[config.mk]
export PLATFORM = sky130hd
export DESIGN_NAME = flht_ctrl
export DESIGN_NICKNAME = d
export VERILOG_FILES = /design/src/rtl/flht_pkg.sv /design/src/rtl/flht_ctrl.sv
export VERILOG_INCLUDE_DIRS = /design/src /design/src/rtl
export SDC_FILE = /design/constraint.sdc
export NUM_CORES = 1
export LEC_CHECK = 0
export ABC_AREA = 1
export BUFFER_PORTS_ARGS = -buffer_cell sky130_fd_sc_hd__buf_4
export CORE_AREA = 2 2 39 41
export CTS_CLUSTER_DIAMETER = 150
export DETAILED_ROUTE_END_ITERATION = 7
export DIE_AREA = 0 0 41 43
export PLACE_DENSITY = 0.6
export SETUP_SLACK_MARGIN = 0.5
export SYNTH_ARGS = -nofsm -noshare
export SYNTH_HDL_FRONTEND = slang
export SYNTH_SLANG_ARGS = --single-unit
export TNS_END_PERCENT = 10
[constraint.sdc]
create_clock -name clk_i -period 1.8 [get_ports clk_i]
set_input_delay 0.36 -clock clk_i [delete_from_list [all_inputs] [get_ports clk_i]]
set_output_delay 0.36 -clock clk_i [all_outputs]
set_load 0.01 [all_outputs]
[src/rtl/flow_log_hit_counter_table_unit_defines.svh]
// assertion macros shared by the flow log table modules
`ifndef FLOW_LOG_HIT_COUNTER_TABLE_UNIT_DEFINES_SVH
`define FLOW_LOG_HIT_COUNTER_TABLE_UNIT_DEFINES_SVH

// checked outside reset
`define FLHT_ASSERT(lbl, clk, rst_n, prop, msg) \
  lbl: assert property (@(posedge clk) disable iff (!rst_n) prop) \
    else $error(msg);

// checked on every edge, reset included
`define FLHT_ASSERT_ALWAYS(lbl, clk, prop, msg) \
  lbl: assert property (@(posedge clk) prop) \
    else $error(msg);

`endif

[src/rtl/flht_pkg.sv]
// types and constants of the flow log hit counter table
package flht_pkg;

  localparam int ENTRIES_W  = 13;
  localparam int CFG_IDX_W  = 1;
  localparam int CFG_DATA_W = 8;

  localparam logic [CFG_IDX_W-1:0] CFG_RELATED_REASON = 1'b0;
  localparam logic [CFG_IDX_W-1:0] CFG_ACCEPT_VERDICT = 1'b1;

  localparam logic signed [7:0] RELATED_REASON_RST = 8'sd0;
  localparam logic [7:0]        ACCEPT_VERDICT_RST = 8'd1;

  typedef enum logic [1:0] {
    OP_LOG   = 2'd0,
    OP_EST   = 2'd1,
    OP_CLEAR = 2'd2,
    OP_READ  = 2'd3
  } op_e;

  typedef enum logic [2:0] {
    ST_HIT      = 3'd0,
    ST_INSERT   = 3'd1,
    ST_FULL     = 3'd2,
    ST_READ_OK  = 3'd3,
    ST_PAST_END = 3'd4,
    ST_CLEARED  = 3'd5
  } status_e;

  typedef struct packed {
    op_e                operation;
    logic [7:0]         protocol;
    logic [31:0]        src_ip;
    logic [31:0]        dst_ip;
    logic [15:0]        sport;
    logic [15:0]        dport;
    logic signed [7:0]  reason;
    logic [7:0]         verdict;
    logic [31:0]        now_seconds;
    logic [11:0]        read_index;
  } in_item_t;

  typedef struct packed {
    status_e                status;
    logic [7:0]             row_protocol;
    logic [7:0]             row_action;
    logic [31:0]            row_src_ip;
    logic [31:0]            row_dst_ip;
    logic [15:0]            row_sport;
    logic [15:0]            row_dport;
    logic signed [7:0]      row_reason;
    logic [31:0]            row_timestamp;
    logic [31:0]            row_count;
    logic [ENTRIES_W-1:0]   entries_used;
  } out_item_t;

  typedef struct packed {
    logic [7:0]        protocol;
    logic [7:0]        action;
    logic [31:0]       src_ip;
    logic [31:0]       dst_ip;
    logic [15:0]       sport;
    logic [15:0]       dport;
    logic signed [7:0] reason;
    logic [31:0]       stamp;
    logic [31:0]       hits;
  } row_t;

  typedef struct packed {
    logic    load;
    logic    scan_step;
    logic    rd_index;
    logic    finish;
    status_e status;
  } cmd_t;

  typedef struct packed {
    logic hit;
    logic scan_done;
    logic full;
    logic idx_ok;
    logic out_free;
  } stat_t;

endpackage

[src/rtl/flht_ctrl.sv]
// controller state machine of the flow log table
`include "flow_log_hit_counter_table_unit_defines.svh"

module flht_ctrl (
  input  logic            clk_i,
  input  logic            rst_ni,
  input  logic            in_valid_i,
  input  flht_pkg::op_e   in_op_i,
  output logic            in_ready_o,
  input  flht_pkg::stat_t stat_i,
  output flht_pkg::cmd_t  cmd_o
);
  import flht_pkg::*;

  typedef enum logic [2:0] {
    S_IDLE,
    S_SCAN,
    S_HIT,
    S_MISS,
    S_RD_ISSUE,
    S_RD_OUT,
    S_CLEAR
  } state_e;

  state_e state_q, state_d;

  always_comb begin
    state_d    = state_q;
    cmd_o      = '0;
    cmd_o.status = ST_HIT;
    in_ready_o = (state_q == S_IDLE);
    case (state_q)
      S_IDLE: begin
        if (in_valid_i) begin
          cmd_o.load = 1'b1;
          case (in_op_i)
            OP_LOG, OP_EST: state_d = S_SCAN;
            OP_CLEAR:       state_d = S_CLEAR;
            OP_READ:        state_d = S_RD_ISSUE;
            default:        state_d = S_IDLE;
          endcase
        end
      end
      S_SCAN: begin
        if (stat_i.hit) begin
          state_d = S_HIT;
        end else if (stat_i.scan_done) begin
          state_d = S_MISS;
        end else begin
          cmd_o.scan_step = 1'b1;
        end
      end
      S_HIT: begin
        if (stat_i.out_free) begin
          cmd_o.finish = 1'b1;
          cmd_o.status = ST_HIT;
          state_d      = S_IDLE;
        end
      end
      S_MISS: begin
        if (stat_i.out_free) begin
          cmd_o.finish = 1'b1;
          cmd_o.status = stat_i.full ? ST_FULL : ST_INSERT;
          state_d      = S_IDLE;
        end
      end
      S_RD_ISSUE: begin
        if (stat_i.idx_ok) begin
          cmd_o.rd_index = 1'b1;
          state_d        = S_RD_OUT;
        end else if (stat_i.out_free) begin
          cmd_o.finish = 1'b1;
          cmd_o.status = ST_PAST_END;
          state_d      = S_IDLE;
        end
      end
      S_RD_OUT: begin
        if (stat_i.out_free) begin
          cmd_o.finish = 1'b1;
          cmd_o.status = ST_READ_OK;
          state_d      = S_IDLE;
        end
      end
      S_CLEAR: begin
        if (stat_i.out_free) begin
          cmd_o.finish = 1'b1;
          cmd_o.status = ST_CLEARED;
          state_d      = S_IDLE;
        end
      end
      default: state_d = S_IDLE;
    endcase
  end

  always_ff @(posedge clk_i or negedge rst_ni) begin
    if (!rst_ni) begin
      state_q <= S_IDLE;
    end else begin
      state_q <= state_d;
    end
  end

  `FLHT_ASSERT(a_load_leaves_idle, clk_i, rst_ni, cmd_o.load |=> (state_q != S_IDLE), "load did not start work")
  `FLHT_ASSERT(a_rd_out_after_issue, clk_i, rst_ni, (state_q == S_RD_OUT) |-> ($past(cmd_o.rd_index) || $past(state_q == S_RD_OUT)), "row read without issue")
  `FLHT_ASSERT(a_finish_to_idle, clk_i, rst_ni, cmd_o.finish |=> (state_q == S_IDLE), "finish did not return to idle")

endmodule

==> flow_summary.ini <==
[pwr]
p_per_area_mw_per_mm2 = 1390
peakVddDrop_mv = 0.552
leakage_nw = 0.356

[global_routing]
grt_pass1_wl_um = 1640
grt_pass1_vias = 414
grt_overflow_total = 0
grt_antenna_before_repair = 0
grt_usage_pct = 13.6
grt_max_degree = 11

[finish]
fillers = 150
largest_reg_flops = 3
top_regs = state_q: 3 flops
nNetsFinal = 99
final_cell_mix = buf_4, nand2_1, inv_1
largest_register = state_q
area_delta_synth_final_pct = 59.9
n_antenna_cell = 0
layout_commonest_cell = buf_4
drive_gt1_share_pct = 47.7
stdcell_count = 104

[yosys]
yosys_warnings = 0
syn_inst = 60
synthDistinctLibCells = 18
netlist_area_um2 = 397
ys_seq_area_share_pct = 18.9
synth_seq_cells = 3
syn_nets = 70
postSynthAreaPerCell_um2 = 6.61

[setup_path]
reg2reg_to = state_q[0]$_DFFE_PN0P_
critPathCapture = cmd_o[0]
critical-path-top-delay-family = flip-flops
end_kind = output pin
critPathMaxStageDelay_ns = 0.43
r2r-start = state_q[1]$_DFFE_PN0P_
path_cells = buf_6 > nand4_1 > o211ai_1 > buf_4
arrival_ns = 1.25
cp.depth = 4
crit_start = state_q[1]$_DFFE_PN0P_
r2r_setup_slack_ns = 0.57
worstPathRequired_ns = 1.44
path_buf_inv = 2
start_kind = register
reg2reg_depth = 7
worst_path_max_delay_cell = dfrtp_2
worstSetupPathType = reg -> out
cp_max_fo = 6

[placed_design]
gp_congestion = 0.751
dp_hpwl_um = 742
place_inst = 90
io_buffer_count = 17

[die]
dieArea_mm2 = 0.00176
die_y_um = 43
fp-row-count = 14
core-area_mm2 = 0.00138
pin_count = 18
start_util_pct = 28.7
die_w_um = 41

[clocking]
htreeDepth = 1
clk_path_buf_depth = 2
clk_latency_ns = 0.23
cts_tree = yes
numCtsBuffers = 3
cts_sinks = 3
root_buffer = clkbuf_4
clk_pin_slew_ns = 0.04

[worst_hold_path]
worstHoldPathType = in -> reg

[flow_run]
drv_cap = 0

[drt]
avgViaCountPerCell = 4.75
wire_per_inst_um = 10.8
postRouteAntennaNets = 0
drc = 0
dr.pass1.iters = 4
drt_iter0_markers = 11
wl_um = 1120
vias = 494

[timing]
setup_tns_ns = 0
worst_clock_skew_ns = 0.00377
drv_slew = 0
fin_crit_sh_pct = 89.5
finalHoldViolCount = 0
setup_viol = 0
period_needed_ns = 1.61
tightest_slew_ns = 0.224
rsz0062_at_grt = true
max_slew_margin_pct = 84.9
max_freq_ghz = 0.621

[run_status]
status = completed
## cell usage after synthesis
master     n  area, um2
nor3_2     2       20.0
o21bai_1   1       7.51
nor2_4     2       22.5
inv_2      2       7.51
o21ai_0    1       5.00
buf_6      3       33.8
inv_1     10       37.5
nor4_1     1       6.26
inv_4      1       6.26
a21oi_1    1       5.00
nor2_1     3       11.3
o211ai_1   2       15.0
dfrtp_1    3       75.1
nand3_2    3       30.0
nand4_1    3       18.8
nand3_1    9       45.0
o21ai_1    1       5.00
nand2_1   12       45.0
## repair_timing
item / 4_1_cts / 5_1_grt
setup endpoints to repair: 8 / 8
resized for setup: 4 / 5
gates cloned: 0 / 0
setup buffers: 4 / 5
endpoints found under the hold margin: 3 / 0
hold buffers: 1 / 0
pin swaps: 0 / 2
## cell families after synthesis
family	after synthesis	synth area share, %
DFF	3	18.9
AOI/OAI and AO/OA	6	9.46
buffers and inverters	16	21.5
and+or+nand+nor	35	50.2
## worst min path at each step
stage | slack [ns] | start | to | cells after the start
final | 0.42 | stat_i[3] | state_q[0]$_DFFE_PN0P_ | 4
after global routing | 0.43 | stat_i[3] | state_q[0]$_DFFE_PN0P_ | 4
after CTS | 0.42 | stat_i[3] | state_q[0]$_DFFE_PN0P_ | 4
after detailed placement | 0.15 | rst_ni | state_q[2]$_DFFE_PN0P_ | 1
after global placement | 0.15 | rst_ni | state_q[2]$_DFFE_PN0P_ | 1
after floorplan | 0.06 | rst_ni | state_q[0]$_DFFE_PN0P_ | 0
## layer usage
metal	up-vias	track usage, %	share of wire [%]
li1	254	-	-
met1	211	17.6	40
met2	29	20.6	51
met3	0	1.57	8.9
met4	0	8.00	0
met5	-	0	0
## power breakdown
| group | switching [mW] | leakage, nW | internal [mW] | total, mW |
|---|---|---|---|---|
| sequential | 0.0671 | 0.0345 | 0.102 | 0.169 |
| combinational | 0.295 | 0.307 | 0.303 | 0.597 |
| clock | 0.0341 | 0.0150 | 0.0830 | 0.117 |
| total | 0.396 | 0.356 | 0.487 | 0.883 |
## through the flow
step | instance area [um2] | hold WS, ns | total power, mW | utilization [%] | worst slack [ns]
6_report | 634 | 0.416 | 0.883 | 45.8 | 0.189
5_1_grt | 634 | 0.430 | 0.963 | 45.8 | 0.123
4_1_cts | 583 | 0.417 | 0.778 | 42.1 | 0.190
3_5_place_dp | 510 | 0.149 | 0.592 | 36.9 | 0.270
3_3_place_gp | 510 | 0.150 | 0.587 | 36.9 | 0.291
2_1_floorplan | 397 | 0.0644 | 0.508 | - | 0.482
## worst register-to-register path, stage by stage (launching register included)
cell and delay, ns:
dfrtp_2 0.45, buf_4 0.16, buf_4 0.13, inv_2 0.05, nand3_2 0.06, a21oi_1 0.16, o21bai_1 0.09, nand2_1 0.06
## layout make-up
| class | count | area, um2 | area share, % |
|---|---|---|---|
| multi-input combinational | 41 | 243 | 38.3 |
| timing repair buffer | 27 | 213 | 33.5 |
| sequential | 3 | 78.8 | 12.4 |
| inverter | 13 | 53.8 | 8.48 |
| clock buffer | 4 | 26.3 | 4.14 |
| tap | 16 | 20.0 | 3.16 |
Power figures use the tool's default switching activity.
